==> src/hw/rtl/rice_encoder_bit_packer_macros.svh <==
// ----------------------------------------------------------------------------
// Rice encoder assertion macros
// Shared concurrent assertion forms, clocked on clk_i, quiet during reset.
// ----------------------------------------------------------------------------
`ifndef RICE_ENCODER_BIT_PACKER_MACROS_SVH
`define RICE_ENCODER_BIT_PACKER_MACROS_SVH

// Check an implication or a plain property every cycle out of reset.
`define RE_ASSERT(lbl, prop, msg) \
  lbl: assert property (@(posedge clk_i) disable iff (!rst_ni) (prop)) else $error(msg);

// Check that cause in one cycle brings effect in the next.
`define RE_ASSERT_NEXT(lbl, cause, effect, msg) \
  lbl: assert property (@(posedge clk_i) disable iff (!rst_ni) (cause) |=> (effect)) \
    else $error(msg);

`endif

==> src/hw/rtl/rice_enc_pkg.sv <==
// ----------------------------------------------------------------------------
// Rice encoder package
// Input modes, microcode control word types and sequencer status.
// ----------------------------------------------------------------------------
package rice_enc_pkg;

  localparam int unsigned StepW = 4;

  localparam logic [1:0] MODE_SYM = 2'd0;
  localparam logic [1:0] MODE_HDR = 2'd1;
  localparam logic [1:0] MODE_PAD = 2'd2;

  typedef enum logic [1:0] {
    OP_FETCH,
    OP_LOAD,
    OP_RUN,
    OP_FIN
  } op_e;

  typedef enum logic [1:0] {
    SRC_ONES,
    SRC_REM,
    SRC_HDR,
    SRC_PAD
  } src_e;

  typedef struct packed {
    op_e  op;
    src_e src;
  } ctrl_t;

  typedef struct packed {
    op_e              op;
    src_e             src;
    logic [StepW-1:0] next;
  } ctrl_word_t;

  typedef struct packed {
    logic       in_fire;
    logic [1:0] mode;
    logic       advance;
  } seq_status_t;

endpackage

==> src/hw/rtl/rice_enc_seq.sv <==
// ----------------------------------------------------------------------------
// Rice encoder sequencer
// Step counter over a fixed control program, with mode dispatch on fetch.
// ----------------------------------------------------------------------------
module rice_enc_seq import rice_enc_pkg::*; (
  input  logic        clk_i,
  input  logic        rst_ni,
  input  seq_status_t status_i,
  output ctrl_t       ctrl_o
);

  localparam int unsigned NumSteps = 10;

  localparam logic [StepW-1:0] StFetch   = 4'd0;
  localparam logic [StepW-1:0] StOnesLd  = 4'd1;
  localparam logic [StepW-1:0] StOnesRun = 4'd2;
  localparam logic [StepW-1:0] StRemLd   = 4'd3;
  localparam logic [StepW-1:0] StRemRun  = 4'd4;
  localparam logic [StepW-1:0] StHdrLd   = 4'd5;
  localparam logic [StepW-1:0] StHdrRun  = 4'd6;
  localparam logic [StepW-1:0] StPadLd   = 4'd7;
  localparam logic [StepW-1:0] StPadRun  = 4'd8;
  localparam logic [StepW-1:0] StFin     = 4'd9;

  localparam ctrl_word_t Program [NumSteps] = '{
    '{op: OP_FETCH, src: SRC_ONES, next: StFetch},
    '{op: OP_LOAD,  src: SRC_ONES, next: StOnesRun},
    '{op: OP_RUN,   src: SRC_ONES, next: StRemLd},
    '{op: OP_LOAD,  src: SRC_REM,  next: StRemRun},
    '{op: OP_RUN,   src: SRC_REM,  next: StFin},
    '{op: OP_LOAD,  src: SRC_HDR,  next: StHdrRun},
    '{op: OP_RUN,   src: SRC_HDR,  next: StFin},
    '{op: OP_LOAD,  src: SRC_PAD,  next: StPadRun},
    '{op: OP_RUN,   src: SRC_PAD,  next: StFin},
    '{op: OP_FIN,   src: SRC_PAD,  next: StFetch}
  };

  logic [StepW-1:0] step_q, step_d;
  ctrl_word_t       word;

  assign word   = Program[step_q];
  assign ctrl_o = '{op: word.op, src: word.src};

  always_comb begin
    step_d = step_q;
    if (word.op == OP_FETCH) begin
      if (status_i.in_fire) begin
        case (status_i.mode)
          MODE_SYM: step_d = StOnesLd;
          MODE_HDR: step_d = StHdrLd;
          MODE_PAD: step_d = StPadLd;
          default:  step_d = StFin;
        endcase
      end
    end else if (status_i.advance) begin
      step_d = word.next;
    end
  end

  always_ff @(posedge clk_i or negedge rst_ni) begin
    if (!rst_ni) begin
      step_q <= StFetch;
    end else begin
      step_q <= step_d;
    end
  end

endmodule

==> src/hw/rtl/rice_encoder_bit_packer.sv <==
// ----------------------------------------------------------------------------
// Rice encoder bit packer
// Rice-codes bytes, writes k headers and flush padding, packs bits LSB first.
// ----------------------------------------------------------------------------
// Channel   Dir  Handshake               Payload
// s_axis    in   tvalid / tready         tdata: mode, symbol
// m_axis    out  tvalid / tready         tdata: out_byte; tlast: last
// cfg       in   cfg_valid / cfg_ready   cfg_data: rice_k
//
// After fetch, an unused mode goes straight to finish; a header or flush item
// loads its source and runs it, and a symbol has two runs, its ones and then its
// remainder, each after its own load. Every other item then ends in finish. A run
// step appends up to the free bits of the current byte. Stalls come from the
// single output register: a completed byte waits in a pending register until
// the next one completes or the item ends, which sets tlast. Reset clears the
// bit buffer, k and all valid flags. Configuration writes are always accepted.
// ----------------------------------------------------------------------------
`include "rice_encoder_bit_packer_macros.svh"

module rice_encoder_bit_packer import rice_enc_pkg::*; (
  input  logic        clk_i,
  input  logic        rst_ni,
  input  logic        s_axis_tvalid_i,
  output logic        s_axis_tready_o,
  input  logic [15:0] s_axis_tdata_i,   // [1:0] mode, [9:2] symbol, [15:10] zero
  output logic        m_axis_tvalid_o,
  input  logic        m_axis_tready_i,
  output logic [7:0]  m_axis_tdata_o,   // [7:0] out_byte
  output logic        m_axis_tlast_o,
  input  logic        cfg_valid_i,
  output logic        cfg_ready_o,
  input  logic [2:0]  cfg_data_i
);

  ctrl_t       ctrl;
  seq_status_t status;

  logic [2:0] k_q;
  logic [7:0] sym_q;
  logic [7:0] part_q, part_d;
  logic [2:0] fill_q, fill_d;
  logic [7:0] cnt_q, cnt_d;
  logic [7:0] word_q, word_d;
  logic       ones_q, ones_d;
  logic [7:0] pend_q, pend_d;
  logic       pend_vld_q, pend_vld_d;
  logic       out_vld_q, out_vld_d;
  logic [7:0] out_byte_q, out_byte_d;
  logic       out_last_q, out_last_d;

  logic       in_fire;
  logic       out_free;
  logic [3:0] room;
  logic [3:0] take;
  logic [8:0] mask9;
  logic [7:0] bits;
  logic [7:0] merged;
  logic       complete;
  logic       stall;
  logic       advance;
  logic [6:0] rem_rev;

  assign s_axis_tready_o = (ctrl.op == OP_FETCH);
  assign in_fire         = s_axis_tvalid_i & s_axis_tready_o;
  assign cfg_ready_o     = 1'b1;
  assign out_free        = !out_vld_q || m_axis_tready_i;

  assign m_axis_tvalid_o = out_vld_q;
  assign m_axis_tdata_o  = out_byte_q;
  assign m_axis_tlast_o  = out_last_q;

  assign status = '{in_fire: in_fire, mode: s_axis_tdata_i[1:0], advance: advance};

  rice_enc_seq u_seq (
    .clk_i    (clk_i),
    .rst_ni   (rst_ni),
    .status_i (status),
    .ctrl_o   (ctrl)
  );

  // Remainder bits in send order: first sent (symbol bit k-1) lands in bit 0.
  always_comb begin
    rem_rev = '0;
    for (int j = 0; j < 7; j++) begin
      if (4'(j) < {1'b0, k_q}) begin
        rem_rev[j] = sym_q[3'(k_q - 3'(j) - 3'd1)];
      end
    end
  end

  // Chunk datapath: append min(cnt, free bits) of the source at the fill point.
  assign room     = 4'd8 - {1'b0, fill_q};
  assign take     = ({4'd0, room} > cnt_q) ? cnt_q[3:0] : room;
  assign mask9    = (9'd1 << take) - 9'd1;
  assign bits     = ones_q ? 8'hFF : word_q;
  assign merged   = part_q | 8'((bits & mask9[7:0]) << fill_q);
  assign complete = (cnt_q != 8'd0) && (take == room);

  always_comb begin
    part_d     = part_q;
    fill_d     = fill_q;
    cnt_d      = cnt_q;
    word_d     = word_q;
    ones_d     = ones_q;
    pend_d     = pend_q;
    pend_vld_d = pend_vld_q;
    out_byte_d = out_byte_q;
    out_last_d = out_last_q;
    out_vld_d  = out_vld_q && !m_axis_tready_i;
    stall      = 1'b0;
    advance    = 1'b0;

    case (ctrl.op)
      OP_LOAD: begin
        advance = 1'b1;
        case (ctrl.src)
          SRC_ONES: begin
            cnt_d  = sym_q >> k_q;
            word_d = '0;
            ones_d = 1'b1;
          end
          SRC_REM: begin
            // A zero stop bit, then the remainder bits.
            cnt_d  = {4'd0, {1'b0, k_q} + 4'd1};
            word_d = {rem_rev, 1'b0};
            ones_d = 1'b0;
          end
          SRC_HDR: begin
            cnt_d  = 8'd3;
            word_d = {5'd0, k_q[0], k_q[1], k_q[2]};
            ones_d = 1'b0;
          end
          SRC_PAD: begin
            cnt_d  = {4'd0, room};
            word_d = '0;
            ones_d = 1'b1;
          end
          default: begin
            cnt_d = '0;
          end
        endcase
      end
      OP_RUN: begin
        stall   = complete && pend_vld_q && !out_free;
        advance = (cnt_q == 8'd0) || (!stall && ({4'd0, take} == cnt_q));
        if (!stall && cnt_q != 8'd0) begin
          cnt_d  = cnt_q - {4'd0, take};
          word_d = word_q >> take;
          if (complete) begin
            part_d     = '0;
            fill_d     = '0;
            pend_d     = merged;
            pend_vld_d = 1'b1;
            // Release the older byte: it is not the last of this item.
            if (pend_vld_q) begin
              out_byte_d = pend_q;
              out_last_d = 1'b0;
              out_vld_d  = 1'b1;
            end
          end else begin
            part_d = merged;
            fill_d = fill_q + take[2:0];
          end
        end
      end
      OP_FIN: begin
        stall   = pend_vld_q && !out_free;
        advance = !stall;
        if (!stall && pend_vld_q) begin
          out_byte_d = pend_q;
          out_last_d = 1'b1;
          out_vld_d  = 1'b1;
          pend_vld_d = 1'b0;
        end
      end
      default: begin
        advance = 1'b0;
      end
    endcase
  end

  always_ff @(posedge clk_i or negedge rst_ni) begin
    if (!rst_ni) begin
      k_q        <= '0;
      part_q     <= '0;
      fill_q     <= '0;
      pend_vld_q <= 1'b0;
      out_vld_q  <= 1'b0;
    end else begin
      if (cfg_valid_i && cfg_ready_o) begin
        k_q <= cfg_data_i;
      end
      part_q     <= part_d;
      fill_q     <= fill_d;
      pend_vld_q <= pend_vld_d;
      out_vld_q  <= out_vld_d;
    end
  end

  always_ff @(posedge clk_i) begin
    if (in_fire) begin
      sym_q <= s_axis_tdata_i[9:2];
    end
    cnt_q      <= cnt_d;
    word_q     <= word_d;
    ones_q     <= ones_d;
    pend_q     <= pend_d;
    out_byte_q <= out_byte_d;
    out_last_q <= out_last_d;
  end

  `RE_ASSERT(a_pend_empty_at_fetch, s_axis_tready_o |-> !pend_vld_q, "byte pending at fetch")
  `RE_ASSERT(a_part_clean_above_fill, (part_q >> fill_q) == 8'd0, "stray bits above fill")
  `RE_ASSERT_NEXT(a_complete_pends, (ctrl.op == OP_RUN) && complete && !stall, pend_vld_q, "byte lost")
  `RE_ASSERT_NEXT(a_out_hold, out_vld_q && !m_axis_tready_i, out_vld_q && $stable(m_axis_tdata_o) && $stable(m_axis_tlast_o), "output overwritten")

endmodule
==> config.mk <==
export PLATFORM = sky130hd
export DESIGN_NAME = rice_encoder_bit_packer
export DESIGN_NICKNAME = d
export VERILOG_FILES = /design/src/hw/rtl/rice_enc_pkg.sv /design/src/hw/rtl/rice_enc_seq.sv /design/src/hw/rtl/rice_encoder_bit_packer.sv
export VERILOG_INCLUDE_DIRS = /design/src /design/src/hw/rtl
export SDC_FILE = /design/constraint.sdc
export NUM_CORES = 1
export LEC_CHECK = 0
export ABC_CLOCK_PERIOD_IN_PS = 13580
export BUFFER_PORTS_ARGS = -buffer_cell sky130_fd_sc_hd__buf_2
export CAP_MARGIN = 0
export CORE_MARGIN = 2
export CORE_UTILIZATION = 30
export CTS_CLUSTER_SIZE = 14
export DETAILED_ROUTE_END_ITERATION = 16
export GPL_ROUTABILITY_DRIVEN = 0
export PLACE_DENSITY = 0.45
export SYNTH_ARGS = -nofsm -noshare
export SYNTH_HDL_FRONTEND = slang
export SYNTH_SLANG_ARGS = --single-unit
==> constraint.sdc <==
create_clock -name clk_i -period 13.58 [get_ports clk_i]
set_input_delay 1.358 -clock clk_i [delete_from_list [all_inputs] [get_ports clk_i]]
set_output_delay 1.358 -clock clk_i [all_outputs]
set_load 0.05 [all_outputs]
; ---- Word-level counts from Yosys, hierarchy flattened
; Memory sizes are Yosys's and may differ from the RTL's.
; Cells that the tools add are included.
[word_totals]
word_cells = 159
inputBits = 24
mem_bits_ro = 128
reg_bits = 62
n_memories = 1
output_inout_bits = 12
[classes]
n_mux = 58
eq_ne = 15
bitwise = 4
n_addsub = 17
reduce_logical = 31
n_lt_le_gt_ge = 16
shifts = 4
[mem_list]
columns = name, depth, word_bits, read_ports, rd_clocked_by_memory_dff, wr, line
row1 = (name not given), 16, 8, 1, 0, 0, rice_enc_seq.sv:41  ; assign word = Program[step_q];
[op_table]
columns = op, count
row1 = $mux W8, 10
row2 = $pmux W8 S2, 3
row3 = $pmux W8 S4, 1
row4 = $lt A3 B4 Y1 const B, 7
row5 = $mux W1, 25
row6 = $pmux W8 S3, 1
row7 = $bmux W1 S3, 7
row8 = $sub A3 B1 Y3 const B, 7
row9 = $mux W4, 4
row10 = $pmux W4 S3, 1
row11 = $eq A2 B2 Y1 const B, 5
row12 = $lt A3 B3 Y1 const A, 3
row13 = $sub A3 B3 Y3 const B, 3
row14 = $and A8 B8 Y8, 1
row15 = $eq A4 B8 Y1, 1
row16 = $gt A4 B8 Y1, 1
row17 = $logic_and A1 B1 Y1, 8
row18 = $logic_not A8 Y1, 1
row19 = $ne A2 B2 Y1 const B, 4
row20 = $or A8 B8 Y8, 1
row21 = $pmux W1 S2, 4
row22 = $reduce_bool A8 Y1, 1
row23 = $shl A1 B4 Y8 const A, 1
row24 = $shl A8 B3 Y8, 1
row25 = 27 further kinds, 44

; ---- Logic depth before layout (Yosys ltp)
; Gate-level depths: netlist of run 1.
[logic_depth]
depth_word = 13
depth_mapped = 21
ltp_nobuf = 19

; ---- Hierarchy
; From an unflattened synthesis of run 1, not the netlist that was laid out.
[hier_totals]
cells_unflattened = 465
hier_area_um2 = 4719.5
[by_module_without_submodules]
columns = module, cells_each, seq_area_each_um2, area_each_um2, n_inst
row1 = rice_encoder_bit_packer, 418, 1661.6, 4271.6, 1
row2 = rice_enc_seq, 47, 100.1, 447.9, 1

; ---- Worst setup path after synthesis of run 1
; No wires, ideal clock.
[synth_path]
path_kind = register to register
start = reg fill_q[0]
end = reg part_q[6]
arrival_time_ns = 4.793
period_less_slack_ns = 4.878
slack_ns = 8.702
path_buffers = 3
setup_time_ns = 0.086
path_stages_with_launch = 19
required_time_ns = 13.494
path_cell_list = dfrtp_1 > inv_1 > clkbuf_1 > ha_1 > xnor2_1 > ha_1 > and3_1 > a21oi_4 > buf_4 > nand3_1 > o21ai_0 > buf_4 > nand3_1 > ha_1 > or3_1 > or4_1 > and3_1 > or4_1 > a32oi_1
[synth_via]
elab_chain_len = 10
word_cells_on_any_way = 16
cone_classes = add/sub (2) / order compare (1) / eq/ne (1) / shift (2) / mux (2) / bitwise (2) / reduce/logical (6)
[synth_rtl]
columns = item, line
row1 = "start, declared", rice_encoder_bit_packer.sv:41  ; logic [2:0] fill_q, fill_d;
row2 = "start signal, assigned", rice_encoder_bit_packer.sv:194  ; fill_q <= fill_d;
row3 = branches (longest 10 deep; another with $gt A4 B8 Y1), n/a
row4 = "end signal, assigned", rice_encoder_bit_packer.sv:193  ; part_q <= part_d;
row5 = "end, declared", rice_encoder_bit_packer.sv:40  ; logic [7:0] part_q, part_d;
; Several ways; the timed one is not identified.
; A chain may end at the register's enable or synchronous reset.

; ---- Worst setup path after layout of run 1
[layout_path]
start = reg fill_q[0]
end = reg pend_q[7], data pin
[layout_via]
elab_chain_len = 8
[layout_rtl]
columns = item, line
row1 = $sub A4 B3 Y4, rice_encoder_bit_packer.sv:92  ; assign room = 4'd8 - {1'b0, fill_q};
row2 = $gt A4 B8 Y1, rice_encoder_bit_packer.sv:93  ; assign take = ({4'd0, room} > cnt_q) ? cnt_q[3:0] : room;
row3 = $mux W4, rice_encoder_bit_packer.sv:93
row4 = $shl A1 B4 Y8, rice_encoder_bit_packer.sv:94  ; assign mask9 = (9'd1 << take) - 9'd1;
row5 = $sub A8 B1 Y8, rice_encoder_bit_packer.sv:94
row6 = $and A8 B8 Y8, rice_encoder_bit_packer.sv:96  ; assign merged = part_q | 8'((bits & mask9[7:0]) << fill_q);
row7 = $shl A8 B3 Y8 (*), rice_encoder_bit_packer.sv:96
row8 = $or A8 B8 Y8 (*), rice_encoder_bit_packer.sv:96
row9 = named net merged[7], rice_encoder_bit_packer.sv:57  ; logic [7:0] merged;
row10 = "end signal, assigned", rice_encoder_bit_packer.sv:207  ; pend_q <= pend_d;
row11 = "end, declared", rice_encoder_bit_packer.sv:45  ; logic [7:0] pend_q, pend_d;
; The timed path passes the listed nets; every way through them passes the cells marked *.

==> results of run 1 <==
==> kinds of logic after synthesis <==
group / count (synthesis)
compound gates: 159
xor+xnor: 10
fa+ha+maj: 31
buf+inv: 59
flops: 62
mux: 31
other cells: 1
simple gates: 170
==> worst max-delay path by stage <==
stage / start / to / slack (ns) / cells after the start
2_1_floorplan: fill_q[0] / part_q[6] / 8.70 / 18
3_3_place_gp: fill_q[0] / pend_q[7] / 7.51 / 15
3_5_place_dp: fill_q[0] / pend_q[7] / 7.46 / 15
4_1_cts: fill_q[0] / pend_q[7] / 7.45 / 15
5_1_grt: fill_q[0] / part_q[5] / 6.99 / 15
6_report: fill_q[0] / pend_q[7] / 7.48 / 15
==> cell type report <==
| cell class | count | area (um^2) |
|---|---|---|
| clock buffer | 9 | 225 |
| sequential | 62 | 1760 |
| clock inverter | 7 | 65.1 |
| tap | 220 | 275 |
| fill | 1722 | 10800 |
| multi-input combinational | 402 | 2960 |
| timing repair buffer | 31 | 163 |
| inverter | 28 | 105 |
==> registers in the layout (all words and copies together), names as in the netlist <==
signal / cells
sym_q: 8
k_q: 3
m_axis_tdata_o: 8
m_axis_tvalid_o: 1
m_axis_tlast_o: 1
ones_q: 1
pend_vld_q: 1
u_seq.step_q: 4
cnt_q: 8
word_q: 8
pend_q: 8
part_q: 8
fill_q: 3
==> metrics by stage <==
stage                     hold WS (ns)  setup slack [ns]  utilization
after floorplan                  0.400              8.70            -
after global placement           0.401              7.51        0.321
after detailed placement         0.405              7.46        0.321
after CTS                        0.411              7.45        0.339
after global routing             0.412              6.99        0.339
final                            0.416              7.48        0.339
==> routing by layer <==
metal,vias up,GRT usage
met3,20,0.0291
met5,-,0
li1,2018,-
met2,118,0.254
met1,2045,0.217
met4,0,0.0573
==> layout by cell type, fill, tap and decap left out, drive strengths merged, types with 6 or more instances in the layout <==
master / n
nand2: 49
nand2b: 7
a21o: 8
a31oi: 13
inv: 27
mux4: 9
mux2: 6
and2: 7
o21ai: 32
nor4: 9
dfrtp: 20
nand3: 18
nor2: 34
a21oi: 26
nor3: 18
o22ai: 6
ha: 29
clkbuf: 9
edfxtp: 42
buf: 31
a211oi: 9
mux2i: 16
xnor2: 6
clkinv: 6
==> run metrics, run 1 <==
simple-gate share of the synthesized area 0.173; Initial Utilization 0.303; num rows 47; post-route antenna net violation count 0; endpoints failing hold 0; Min-Delay Endpoint m_axis_tdata_o[5]; Worst Hold Depth 0; slew at the pin with the worst max-slew slack 0.940 ns; endpoint of the worst-slack reg-to-reg timing path pend_q[7]; Die Span Y roughly 130 um; top cells by area in the synthesized netlist sky130_fd_sc_hd__edfxtp_1, sky130_fd_sc_hd__dfrtp_1, sky130_fd_sc_hd__ha_1; GRT Total Usage 0.159; Synth area leader sky130_fd_sc_hd__edfxtp_1; CTS hold repair buffers 0; instance count of the mapped netlist 523; detailed-route wire length on metal 1 approximately 6300 um; final setup skew a little over 0.008 ns; xor and xnor fraction of the mapped netlist area 0.0176; per-cell routed wire length 17.7 um; cells resized by post-CTS repair 0; complex-gate fraction of the synthesized area 0.238; pin count of the biggest net entering global routing 27; clock tree from TritonCTS done; commonest cells in the netlist sky130_fd_sc_hd__nand2_1, sky130_fd_sc_hd__edfxtp_1, sky130_fd_sc_hd__nor2_1; main combinational cell family by area after synthesis compound AO/OA/AOI/OAI gates; Die W 133 um; total non-filler cell area in the finished layout 5560 um^2; synth unique cells 81; cell area after technology mapping 4970 um^2; Worst R2R Start fill_q[0]; Slew headroom 0.373; global-route wire length before repair 22400 um; area of the placeable core 16400 um^2; min-delay src pend_q[5]; CTS sink cnt a little over 60; max capacitance violation total 0; setup repair after global routing missed its margin false; Fin Setup TNS 0 ns; DRC violation count after routing 0; sequential fraction of the synthesis area 0.354; shortest period the worst path allows 6.10 ns; Worst Setup Start Kind register; layout net count 588; Detailed Routing Iterations Pass 1 5; overflow left after global routing 0; number of global-route vias before repair approximately 4200; H-tree lvl count 3; Via-to-Cell Ratio 5.53; register-to-register path setup slack 7.48 ns; overall via count from detail_route 4201; cells along the critical path inv_1, ha_1, ha_1, a21o_1, a31oi_4, nor2_4, a21oi_4, nand3_1, ha_1, or3_1, or4_1, and3_1, o31ai_2, o21ai_0, o21bai_1; register clock-pin slew on the reported worst setup and hold paths 0.06 ns; combined buffer and inverter count along the critical path 1; uppermost routed layer met4; setup violators final 0; clock root cell sky130_fd_sc_hd__clkbuf_16; share of async-settable or async-resettable flops after synthesis 0.323; crit-path leading delay family compound AO/OA/AOI/OAI gates; commonest register cell after synthesis sky130_fd_sc_hd__edfxtp_1; Pins Over Slew Limit 0; Synth top area share 0.254; buffers inserted during post-CTS setup optimization 0; number of standard cells in the layout, taps in and fillers out approximately 760; mux share of post-synthesis cell area 0.0865; Final period util 0.449; Synth Register Bits 62; most common cell in the netlist sky130_fd_sc_hd__nand2_1; clock buffers created by TritonCTS 9; crit end category register; worst-path cell with the longest stage delay sky130_fd_sc_hd__dfrtp_1; die area between 15000 and 20000 um^2; P&R area growth vs syn 11.7%; Critical Path Most Common Cell sky130_fd_sc_hd__ha_1; category of the most critical setup path reg2reg; path type of the worst min-delay path reg2reg; number of enable flip-flop cells after synthesis 42; number of I/O port buffers 28; number of instances in the placed design 743; count of pins on the block boundary 36; post-synth net total 577; Syn. warnings 0; placed wire-length estimate after detailed placement 9950 um; crit-path max FO 26; met3 wire length 548 um; number of buffers on the longest clock path 2; number of antenna violations at the first check in global routing 0; DR WL met2 6290 um; number of cells on the worst reg-to-reg path 15; Data arrival, critical path 6.28 ns; drt first-iter violations between 200 and 250; layout cell share with drive strength beyond 1 0.158; post-synthesis share of cell area spent on full adders, half adders and majority gates 0.0790; Synth Area per Inst 9.51 um^2; fmax approximately 160 MHz; run status finished, final reports clean; delay of the slowest cell on the worst path 0.96 ns; Routed Wire Length roughly 13000 um; number of diodes 0; Worst EP required 13.76 ns; area of placed instances 5270 um^2; clock latency at the later pin of the worst-skew pair 0.34 ns
Power of run 1 is not shown: default switching activity piles up to over one toggle a cycle in this logic, so the estimate is an artifact.
==> inputs of run 2 (changes only) <==
--- a/config.mk
+++ b/config.mk
@@ -6,7 +6,7 @@
 export SDC_FILE = /design/constraint.sdc
 export NUM_CORES = 1
 export LEC_CHECK = 0
-export ABC_CLOCK_PERIOD_IN_PS = 13580
+export ABC_CLOCK_PERIOD_IN_PS = 4930
 export BUFFER_PORTS_ARGS = -buffer_cell sky130_fd_sc_hd__buf_2
 export CAP_MARGIN = 0
 export CORE_MARGIN = 2
@@ -14,7 +14,7 @@
 export CTS_CLUSTER_SIZE = 14
 export DETAILED_ROUTE_END_ITERATION = 16
 export GPL_ROUTABILITY_DRIVEN = 0
-export PLACE_DENSITY = 0.45
+export PLACE_DENSITY = 0.47
 export SYNTH_ARGS = -nofsm -noshare
 export SYNTH_HDL_FRONTEND = slang
 export SYNTH_SLANG_ARGS = --single-unit
==> constraint.sdc (replaced) <==
create_clock -name clk_i -period 4.93 [get_ports clk_i]
set_input_delay 0.493 -clock clk_i [delete_from_list [all_inputs] [get_ports clk_i]]
set_output_delay 0.493 -clock clk_i [all_outputs]
set_load 0.05 [all_outputs]
==> run 2 against run 1 <==
Final cell count increased by 2.1%. Global-route usage increased by 0.66 points. Register-to-register slack got worse by 7.0 ns. Worst hold slack got worse by 0.30 ns. Die area unchanged. Final area increased by 1.7%. Critical path depth increased by 2. Critical endpoint is now part_q[5].
==> run metrics, run 2 (synthesis results as in run 1) <==
category of the most critical setup path reg2reg (unchanged); Via-to-Cell Ratio 5.52 (was 5.53); area of the placeable core 16400 um^2 (unchanged); Initial Utilization 0.303 (unchanged); crit-path max FO 13 (was 26); per-cell routed wire length 17.9 um (was 17.7 um); Slew headroom 0.456 (was 0.373); Detailed Routing Iterations Pass 1 5 (unchanged); Die Span Y 133 um (unchanged); GRT Total Usage 0.166 (was 0.159); CTS sink cnt 62 (unchanged); die area 17600 um^2 (unchanged); clock buffers created by TritonCTS 9 (unchanged); placed wire-length estimate after detailed placement 10300 um (was 9950 um); cells resized by post-CTS repair 0 (unchanged); endpoints failing hold 0 (unchanged); layout cell share with drive strength beyond 1 0.175 (was 0.158); combined buffer and inverter count along the critical path 1 (unchanged); count of pins on the block boundary 36 (unchanged); Worst Setup Start Kind register (unchanged); Critical Path Most Common Cell sky130_fd_sc_hd__ha_1 (unchanged); Fin Setup TNS 0 ns (unchanged); shortest period the worst path allows 4.44 ns (was 6.10 ns); post-route antenna net violation count 0 (unchanged); H-tree lvl count 3 (unchanged); num rows 47 (unchanged); pin count of the biggest net entering global routing 26 (was 27); crit-path leading delay family simple AND/OR/NAND/NOR gates (was compound AO/OA/AOI/OAI gates); clock latency at the later pin of the worst-skew pair 0.35 ns (was 0.34 ns); commonest cells after routing, fill and taps aside sky130_fd_sc_hd__nand2_1, sky130_fd_sc_hd__edfxtp_1, sky130_fd_sc_hd__nor2_1 (unchanged); number of diodes 0 (unchanged); commonest non-fill, non-tap cell in the layout sky130_fd_sc_hd__nand2_1 (unchanged); clock root cell sky130_fd_sc_hd__clkbuf_16 (unchanged); Routed Wire Length 13900 um (was 13500 um); number of antenna violations at the first check in global routing 0 (unchanged); path type of the worst min-delay path in2async (was reg2reg); P&R area growth vs syn 13.6% (was 11.7%); final setup skew 0.0144 ns (was 0.00810 ns); DRC violation count after routing 0 (unchanged); fmax 225 MHz (was 164 MHz); overflow left after global routing 0 (unchanged); Final period util 0.900 (was 0.449); delay of the slowest cell on the worst path 0.39 ns (was 0.96 ns); run status finished, final reports clean (unchanged); max capacitance violation total 0 (unchanged); register clock-pin slew on the reported worst setup and hold paths 0.06 ns (about the same); sequential cell area 1760 um^2 (unchanged); overall via count from detail_route 4279 (was 4201); Die W 133 um (unchanged); crit end category register (unchanged); number of global-route vias before repair 4269 (was 4175); buffers inserted during post-CTS setup optimization 0 (unchanged); number of I/O port buffers 28 (unchanged); CTS hold repair buffers 0 (unchanged); Worst EP required 5.17 ns (was 13.76 ns); Pins Over Slew Limit 0 (unchanged); Data arrival, critical path 4.68 ns (was 6.28 ns); layout net count 604 (was 588); multi-input logic area 2960 um^2 (unchanged); number of buffers on the longest clock path 2 (unchanged); clock tree from TritonCTS done (unchanged); fillcell total 1678 (was 1722); slew at the pin with the worst max-slew slack 0.816 ns (was 0.940 ns); cells along the critical path inv_1, ha_1, xnor2_1, ha_1, and3_1, nand3_1, nand2_2, nor2_4, o21ai_0, nand3_1, ha_1, or3_1, or4_1, and3_1, o31ai_2, a221oi_1, a211oi_1 (was inv_1, ha_1, ha_1, a21o_1, a31oi_4, nor2_4, a21oi_4, nand3_1, ha_1, or3_1, or4_1, and3_1, o31ai_2, o21ai_0, o21bai_1); drt first-iter violations 299 (was 242); worst-path cell with the longest stage delay sky130_fd_sc_hd__or4_1 (was sky130_fd_sc_hd__dfrtp_1); global-route wire length before repair 23300 um (was 22400 um); setup violators final 0 (unchanged); setup repair after global routing missed its margin false (unchanged)
==> run 2: final timing paths <==
kind	cells past startpoint	to	slack (ns)	start
worst max register to register	17	part_q[5]	0.49	fill_q[0]
worst min-delay path	1	part_q[4]	0.11	rst_ni
worst max-delay path	17	part_q[5]	0.49	fill_q[0]
max in group asynchronous	1	part_q[5]	4.47	rst_ni
min in group clk_i	1	sym_q[5]	0.33	s_axis_tdata_i[7]
worst min register to register	0	m_axis_tdata_o[5]	0.41	pend_q[5]
==> run 2: area by class of cell <==
cell class / instances / share of cell area
multi-input combinational: 402 / 0.524
sequential: 62 / 0.312
timing repair buffer: 47 / 0.0500
tap: 220 / 0.0487
clock buffer: 14 / 0.0450
inverter: 28 / 0.0186
clock inverter: 2 / 0.00155
==> run 2: stage by stage <==
stage	setup WS [ns]	hold WS [ns]	area, um^2	util	instances
2_1_floorplan	0.0518	0.197	4970	-	523
5_1_grt	0.105	0.165	5650	0.344	775
4_1_cts	0.501	0.132	5650	0.344	775
3_3_place_gp	0.588	0.401	5390	0.328	759
6_report	0.494	0.114	5650	0.344	775
3_5_place_dp	0.515	0.405	5390	0.328	759
==> run 2: per-layer routing <==
layer / up-vias / track usage / part of all wire
li1: 2055 / - / -
met1: 2097 / 0.226 / 0.47
met2: 105 / 0.269 / 0.47
met3: 22 / 0.0280 / 0.040
met4: 0 / 0.0538 / 0.018
met5: - / 0 / 0
Power of run 2 is left out for the same reason.
==> inputs of run 3 (changes only) <==
--- a/config.mk
+++ b/config.mk
@@ -10,11 +10,11 @@
 export BUFFER_PORTS_ARGS = -buffer_cell sky130_fd_sc_hd__buf_2
 export CAP_MARGIN = 0
 export CORE_MARGIN = 2
-export CORE_UTILIZATION = 30
+export CORE_UTILIZATION = 38
 export CTS_CLUSTER_SIZE = 14
 export DETAILED_ROUTE_END_ITERATION = 16
 export GPL_ROUTABILITY_DRIVEN = 0
-export PLACE_DENSITY = 0.47
+export PLACE_DENSITY = 0.57
 export SYNTH_ARGS = -nofsm -noshare
 export SYNTH_HDL_FRONTEND = slang
 export SYNTH_SLANG_ARGS = --single-unit
==> run 3 against run 2 <==
Critical path depth down 3. First-iteration DRC count up 20%. Sequential share of layout area rose by 0.17 points. Register-to-register slack got worse by 0.08 ns.
==> run metrics, run 3 (synthesis results as in run 1) <==
endpoints failing hold 0 (unchanged); worst slack at placement 0.499 ns (was 0.515 ns); cell depth of the worst setup path 14 (was 17); Via-to-Cell Ratio 5.87 (was 5.52); post-route antenna net violation count 0 (unchanged); final setup skew 0.00766 ns (was 0.0144 ns); Worst Setup Start Kind register (unchanged); detailed-route wire length on metal 1 5850 um (was 6570 um); DRC violation count after routing 0 (unchanged); clock latency at the later pin of the worst-skew pair 0.34 ns (was 0.35 ns); Critical Path Most Common Cell sky130_fd_sc_hd__ha_1 (unchanged); Die Span Y 118 um (was 133 um); number of global-route vias before repair 4126 (was 4269); slew at the pin with the worst max-slew slack 0.813 ns (was 0.816 ns); setup violators final 0 (unchanged); num rows 41 (was 47); worst setup path startpoint fill_q[1] (was fill_q[0]); max capacitance violation total 0 (unchanged); die area 14000 um^2 (was 17600 um^2); uppermost routed layer met4 (unchanged); overflow left after global routing 0 (unchanged); cells resized by post-CTS repair 0 (unchanged); capturing element of the worst setup path cnt_q[7] (was part_q[5]); fillcell total 1242 (was 1678); register clock-pin slew on the reported worst setup and hold paths 0.06 ns (about the same); layout net count 601 (was 604); hold slack 0.107 ns (was 0.114 ns); area of the placeable core 12700 um^2 (was 16400 um^2); placed wire-length estimate after detailed placement 9730 um (was 10300 um); count of pins on the block boundary 36 (unchanged); delay of the slowest cell on the worst path 0.50 ns (was 0.39 ns); commonest cells after routing, fill and taps aside sky130_fd_sc_hd__nand2_1, sky130_fd_sc_hd__edfxtp_1, sky130_fd_sc_hd__nor2_1 (unchanged); P&R area growth vs syn 13.0% (was 13.6%); number of buffers on the longest clock path 2 (unchanged); endpoint of the worst-slack reg-to-reg timing path cnt_q[7] (was part_q[5]); Slew headroom 0.458 (was 0.456); setup repair after global routing missed its margin false (unchanged); shortest period the worst path allows 4.52 ns (was 4.44 ns); drt first-iter violations 358 (was 299); number of diodes 0 (unchanged); Pins Over Slew Limit 0 (unchanged); number of I/O port buffers 28 (unchanged); path type of the worst min-delay path in2async (unchanged); crit end category register (unchanged); CTS sink cnt 62 (unchanged); per-cell routed wire length 18.4 um (was 17.9 um); Final period util 0.917 (was 0.900); number of standard cells in the layout, taps in and fillers out 724 (was 775); worst-path cell with the longest stage delay sky130_fd_sc_hd__nand2_1 (was sky130_fd_sc_hd__or4_1); Worst R2R Start fill_q[1] (was fill_q[0]); Worst EP required 4.86 ns (was 5.17 ns); global-route wire length before repair 21600 um (was 23300 um); combined buffer and inverter count along the critical path 2 (was 1); number of antenna violations at the first check in global routing 0 (unchanged); layout cell share with drive strength beyond 1 0.178 (was 0.175); Die W 118 um (was 133 um); register-to-register path setup slack 0.41 ns (was 0.49 ns); number of instances in the placed design 708 (was 759); crit-path max FO 14 (was 13); clock root cell sky130_fd_sc_hd__clkbuf_16 (unchanged); H-tree lvl count 3 (unchanged); DR WL met2 6420 um (was 6520 um); commonest non-fill, non-tap cell in the layout sky130_fd_sc_hd__nand2_1 (unchanged); overall via count from detail_route 4250 (was 4279); Initial Utilization 0.391 (was 0.303); Routed Wire Length 13300 um (was 13900 um); fmax 221 MHz (was 225 MHz); pin count of the biggest net entering global routing 26 (unchanged); clock tree from TritonCTS done (unchanged); cells along the critical path inv_1, ha_1, xnor2_1, ha_1, and3_1, nand3_1, nand2_2, nor2_4, o21ai_0, buf_4, ha_1, a311o_2, o21ai_0, nand2_1 (was inv_1, ha_1, xnor2_1, ha_1, and3_1, nand3_1, nand2_2, nor2_4, o21ai_0, nand3_1, ha_1, or3_1, or4_1, and3_1, o31ai_2, a221oi_1, a211oi_1); number of cells on the worst reg-to-reg path 14 (was 17); met3 wire length 766 um (was 560 um); run status finished, final reports clean (unchanged); Detailed Routing Iterations Pass 1 5 (unchanged); Data arrival, critical path 4.45 ns (was 4.68 ns); category of the most critical setup path reg2reg (unchanged); clock buffers created by TritonCTS 9 (unchanged); CTS hold repair buffers 0 (unchanged); crit-path leading delay family simple AND/OR/NAND/NOR gates (unchanged); Fin Setup TNS 0 ns (unchanged); final worst slack 0.409 ns (was 0.494 ns); buffers inserted during post-CTS setup optimization 0 (unchanged); GRT Total Usage 0.192 (was 0.166)
run 3: layout make-up:
class                   instances  area [um^2]  area share
multi-input cells             402         2960       0.527
flip-flops and latches         62         1760       0.314
repair buffers                 44          260      0.0463
clock buffers                   9          225      0.0401
well taps                     172          215      0.0383
inverters                      28          105      0.0187
clock inverters                 7         88.8      0.0158
run 3: layer usage:
layer  global-route usage  vias up
met3               0.0347       28
met2                0.318      156
li1                     -     2046
met5                    0        -
met1                0.254     2020
met4               0.0655        0
run 3: how the worst min path moves through the flow:
stage | startpoint | end | slack, ns | cells after the start
6_report | rst_ni | part_q[7] | 0.11 | 1
5_1_grt | rst_ni | part_q[7] | 0.15 | 1
4_1_cts | rst_ni | part_q[7] | 0.13 | 1
3_5_place_dp | pend_q[5] | m_axis_tdata_o[5] | 0.41 | 0
3_3_place_gp | pend_q[0] | m_axis_tdata_o[0] | 0.40 | 0
2_1_floorplan | rst_ni | fill_q[0] | 0.20 | 0
run 3: through the flow:
stage               area (um^2)  utilization
finish                     5620        0.442
global route               5620        0.442
CTS                        5620        0.442
detailed placement         5310        0.417
global placement           5310        0.417
floorplan                  4970            -
Power of run 3 is left out for the same reason.
